[config.mk]
export PLATFORM = sky130hd
export DESIGN_NAME = v3n_div_stage
export DESIGN_NICKNAME = d
export VERILOG_FILES = /design/src/rtl/core/v3n_pkg.sv /design/src/rtl/core/v3n_div_stage.sv
export SDC_FILE = /design/constraint.sdc
export NUM_CORES = 1
export LEC_CHECK = 0
export BUFFER_PORTS_ARGS = -buffer_cell sky130_fd_sc_hd__buf_2
export CAP_MARGIN = 20
export CELL_PAD_IN_SITES_DETAIL_PLACEMENT = 0
export CELL_PAD_IN_SITES_GLOBAL_PLACEMENT = 1
export CORE_MARGIN = 5
export CORE_UTILIZATION = 34
export DETAILED_ROUTE_END_ITERATION = 7
export GPL_ROUTABILITY_DRIVEN = 0
export PLACE_DENSITY = 0.93
export SLEW_MARGIN = 20
export SYNTH_ARGS = -nofsm -noshare
export SYNTH_HDL_FRONTEND = slang
export SYNTH_SLANG_ARGS = --single-unit
export TNS_END_PERCENT = 30
[constraint.sdc]
create_clock -name vclk -period 5.9
set_input_delay 1.77 -clock vclk [all_inputs]
set_output_delay 1.77 -clock vclk [all_outputs]
set_load 0.05 [all_outputs]
[src/rtl/core/v3n_pkg.sv]
// Package for the 3D vector normalizer: widths, default parameters and helpers.
// No dependencies; used by every module under rtl/core.
package v3n_pkg;
    localparam int unsigned COMP_WIDTH_DEF = 24;
    localparam int unsigned FRAC_BITS_DEF  = 16;

    // Control bits for a pipeline word; not used by the modules under rtl/core.
    typedef struct packed {
        logic valid;
        logic zero;
    } t_ctl;
endpackage

[src/rtl/core/v3n_div_stage.sv]
// One restoring division step; instantiated once per component lane.
// Depends on v3n_pkg.
module v3n_div_stage import v3n_pkg::*; #(
    parameter int unsigned DW = 24
) (
    input  logic [DW:0]   i_rem,
    input  logic          i_bit,
    input  logic [DW-1:0] i_den,
    output logic [DW:0]   o_rem,
    output logic          o_q
);
    logic [DW+1:0] sh;
    always_comb begin
        sh = {i_rem, i_bit};
        if (sh >= {2'b00, i_den}) begin
            o_rem = (DW+1)'(sh - {2'b00, i_den});
            o_q   = 1'b1;
        end else begin
            o_rem = sh[DW:0];
            o_q   = 1'b0;
        end
    end
endmodule

Word level (Yosys, flattened, before mapping)
Index checks and enable logic that the tools add are counted.
{ "totals": {"regBits": 0, "inputBits": 50, "output_inout_bits": 26, "wordCells": 4} }
{ "classes": {"addsub": 1, "n_lt_le_gt_ge": 1, "mux": 2} }
{ "op_table": {"columns": ["cell", "n"], "rows": [
  [">= comparator 26 x 24 -> 1 bit", 1],
  ["2-to-1 mux 25 bit", 1],
  ["subtractor 25 x 24 -> 25 bit", 1],
  ["2-to-1 mux 1 bit", 1]
]} }

Depth between registers and ports, before layout
{ "depth": {"depth_word": 2, "ltp_mapped": 14, "depth_no_buf": 12} }

Worst setup path before layout
No wires, ideal clock.
{ "synth_path": {"kind": "input to output", "startpoint": "input i_den[1]", "endpoint": "output o_rem[19]", "t_arrival_ns": 4.993, "required_ns": 4.130, "setup_slack_ns": -0.863, "cell_stages": 9, "n_path_buf": 0, "path_cell_list": "inv_1 ha_1 nor2b_1 o2111ai_1 a2111oi_2 nor2_1 a211oi_2 a211oi_1 o41ai_1"} }
{ "synth_between": {"elab_chain_cells": 2, "elab_cells_between_ends": 3, "classes_between": "add/sub: 1; order compare: 1; mux: 1"} }
{ "synth_lines": {"columns": ["item", "line_no", "source"], "rows": [
  ["start: declaration", "v3n_div_stage.sv:8", "input logic [DW-1:0] i_den,"],
  ["subtractor 25 x 24 -> 25 bit or >= comparator 26 x 24 -> 1 bit (tied branches)", "v3n_div_stage.sv:16, v3n_div_stage.sv:15", null],
  ["2-to-1 mux 25 bit *", "v3n_div_stage.sv:15", "if (sh >= {2'b00, i_den}) begin"],
  ["end: declaration", "v3n_div_stage.sv:9", "output logic [DW:0] o_rem,"]
]} }
Every way passes the cells marked *; elsewhere a longest branch is shown, timed or not.

Final worst setup path
{ "layout_path": {"startpoint": "input i_rem[16]", "endpoint": "output o_rem[23]"} }
{ "layout_between": {"elab_chain_cells": 2, "elab_cells_between_ends": 3, "classes_between": "add/sub: 1; order compare: 1; mux: 1"} }
{ "layout_lines": {"columns": ["item", "line_no", "source"], "rows": [
  ["start: declaration", "v3n_div_stage.sv:6", "input logic [DW:0] i_rem,"],
  ["subtractor 25 x 24 -> 25 bit or >= comparator 26 x 24 -> 1 bit (tied branches)", "v3n_div_stage.sv:16, v3n_div_stage.sv:15", null],
  ["2-to-1 mux 25 bit *", "v3n_div_stage.sv:15", null]
]} }
Marked as above.

==> results.toml <==
[grt]
overflow = 0
grt_max_degree = 16
antenna_found_initial = 0
grt_usage = 0.169
grt_first_pass_wirelength_um = 9490
grt_pass1_vias = 2354

[timing]
max_freq_mhz = 169
holdWs_ps = 3880
fin_ws_ps = -4.96
worst_pin_slew_ps = 614
max_slew_margin = 0.580
finalHoldViolations = 0
post-route-min-period_ps = 5900
fin_crit_sh = 1.00
setup_viol = 1
slew_violations = 0

[worst_hold_path]
hold_path.class = "input port to output port"

[die]
ios = 76
die_x_um = 81.5
fp-row-count = 26
die_h_um = 81.5
coreArea_um2 = 5040
dieArea_um2 = 6650
start_util = 0.345

[synth]
synth_top_area_frac = 0.173
synth_adder_area_share = 0.184
syn_nets = 351
synth_top_family_by_area = "compound AO/OA/AOI/OAI gates"
netlist_top_cells_area = "ha_1 (17%), a21oi_1 (9.8%), inv_1 (7.8%)"
synth_xor_area_frac = 0.0906
ys_seq_area_frac = 0
synth_cells = 276
yosysWarnings = 0
syn_area_per_cell_um2 = 6.30
synthMuxAreaShare = 0
syn_area_um2 = 1740
ys_types = 48
synthSimpleGateAreaFrac = 0.245
synth_top_cells_by_count = "inv_1 (36), a21oi_1 (34), nand2_1 (32)"
synth.most_common_cell = "inv_1"
yosysTopAreaCell = "ha_1"
synth_compound_area_frac = 0.374

[placed_design]
hpwl_um = 4950
placed_area_um2 = 2610
port-buffer-count = 76
dp_slack_ps = -200

[finish]
drive_gt1_frac = 0.434
multi_input_area_um2 = 1780
design.seq.count = 0
clockBufferCount = 0
antenna_cells = 0
area_growth_pct = 69.0
register_area_um2 = 0
nets = 485
fillers = 456
final_area_um2 = 2940
fin_util = 0.583

[pwr]
ir_drop_v = 0.000119
powerDensity_nw_per_um2 = 189
power.total_mw = 0.554
power.leakage_nw = 1.49

[job]
drv_cap = 0

[detailed_routing]
num_vias = 2453
dr.pass1.iters = 4
wl_per_cell_um = 12.9
drc = 0
via_per_inst = 5.13
antenna_left = 0
wl_um = 6170
drt_iter0_drc = 80

[run_status]
status = "finished, violations left"
violations = "setup timing"

[setup_path]
slowest_delay_ps = 420
required_ps = 4130
worstPathArrival_ps = 4130
timing.setup.critical_path_class = "input port to output port"
critPathCaptureType = "output port"
critPathBufInv = 5
path_cells = "buf_2, ha_1, buf_4, o21ai_2, o21a_1, nor2_2, a2111oi_2, a21o_1, buf_6, inv_2, and2_4, a211oi_4, buf_6"
crit_slowest_cell = "a2111oi_2"
startpoint_type = "input port"
critical_path.top_delay_family = "compound AO/OA/AOI/OAI gates"
crit_fanout = 6
worst_path_most_repeated_cell = "buf_6"

[clock_tree]
hold_buffers = 0
cell families (layout without fill, tap and decap cells):
group	Yosys count	after routing
fa+ha+maj	25	25
buf+inv	45	177
compound gates	100	100
xor+xnor	18	18
simple gates	88	88
per-layer routing:
metal | global-route usage | routed length (um) | vias up
li1 | - | - | 1247
met1 | 0.196 | 2620 | 1113
met2 | 0.334 | 3080 | 75
met3 | 0.00658 | 290 | 18
met4 | 0.0439 | 178 | 0
met5 | 0 | 0 | -
power by group:
part / switching (mW) / internal [mW]
Sequential: 0 / 0
Combinational: 0.341 / 0.213
Clock: 0 / 0
Total: 0.341 / 0.213
final timing paths:
kind,startpoint,end,slack (ps),cells past startpoint
min,i_rem[23],o_rem[24],3880,3
max,i_rem[16],o_rem[23],-5,13
metrics by stage:
step,instances,TNS [ps]
floorplan,276,-3700
global placement,468,-497
detailed placement,468,-1310
CTS,470,0
global route,478,-1520
finish,478,-4.96
cell usage in the layout (no fill, tap or decap), types with 3 or more instances in the layout:
| cell type | n |
|---|---|
| buf_6 | 4 |
| o21a_1 | 3 |
| nor2_1 | 21 |
| nand2b_1 | 3 |
| nand2_1 | 31 |
| o21bai_1 | 3 |
| ha_1 | 17 |
| o21ai_1 | 12 |
| inv_1 | 34 |
| ha_4 | 6 |
| a21oi_1 | 31 |
| a21o_1 | 9 |
| xnor2_1 | 11 |
| o31ai_1 | 3 |
| o211ai_1 | 6 |
| o21ai_0 | 5 |
| and3_1 | 4 |
| a21oi_2 | 3 |
| a211oi_2 | 3 |
| buf_2 | 63 |
| buf_4 | 68 |
| nand3_1 | 3 |
| inv_2 | 3 |
| nor3_1 | 7 |
| xor2_1 | 7 |
timing repair:
action / in CTS / in global routing
setup buffers: 2 / 8
pin swaps: 5 / 22
hold endpoints to repair: 0 / 0
endpoints found under the setup margin: 22 / 23
gates resized for setup: 19 / 42
worst min-delay path: cells and delay by family:
| kind | cells | cell delay (ps) |
|---|---|---|
| xor+xnor | 1 | 60 |
| buf+inv | 2 | 270 |
cell type report:
| cell class | instances | area share |
|---|---|---|
| Tap cell | 70 | 0.0298 |
| Inverter | 37 | 0.0473 |
| Multi-Input combinational cell | 231 | 0.605 |
| Timing Repair Buffer | 140 | 0.318 |
Note: power is estimated with default switching activity, not from simulation.
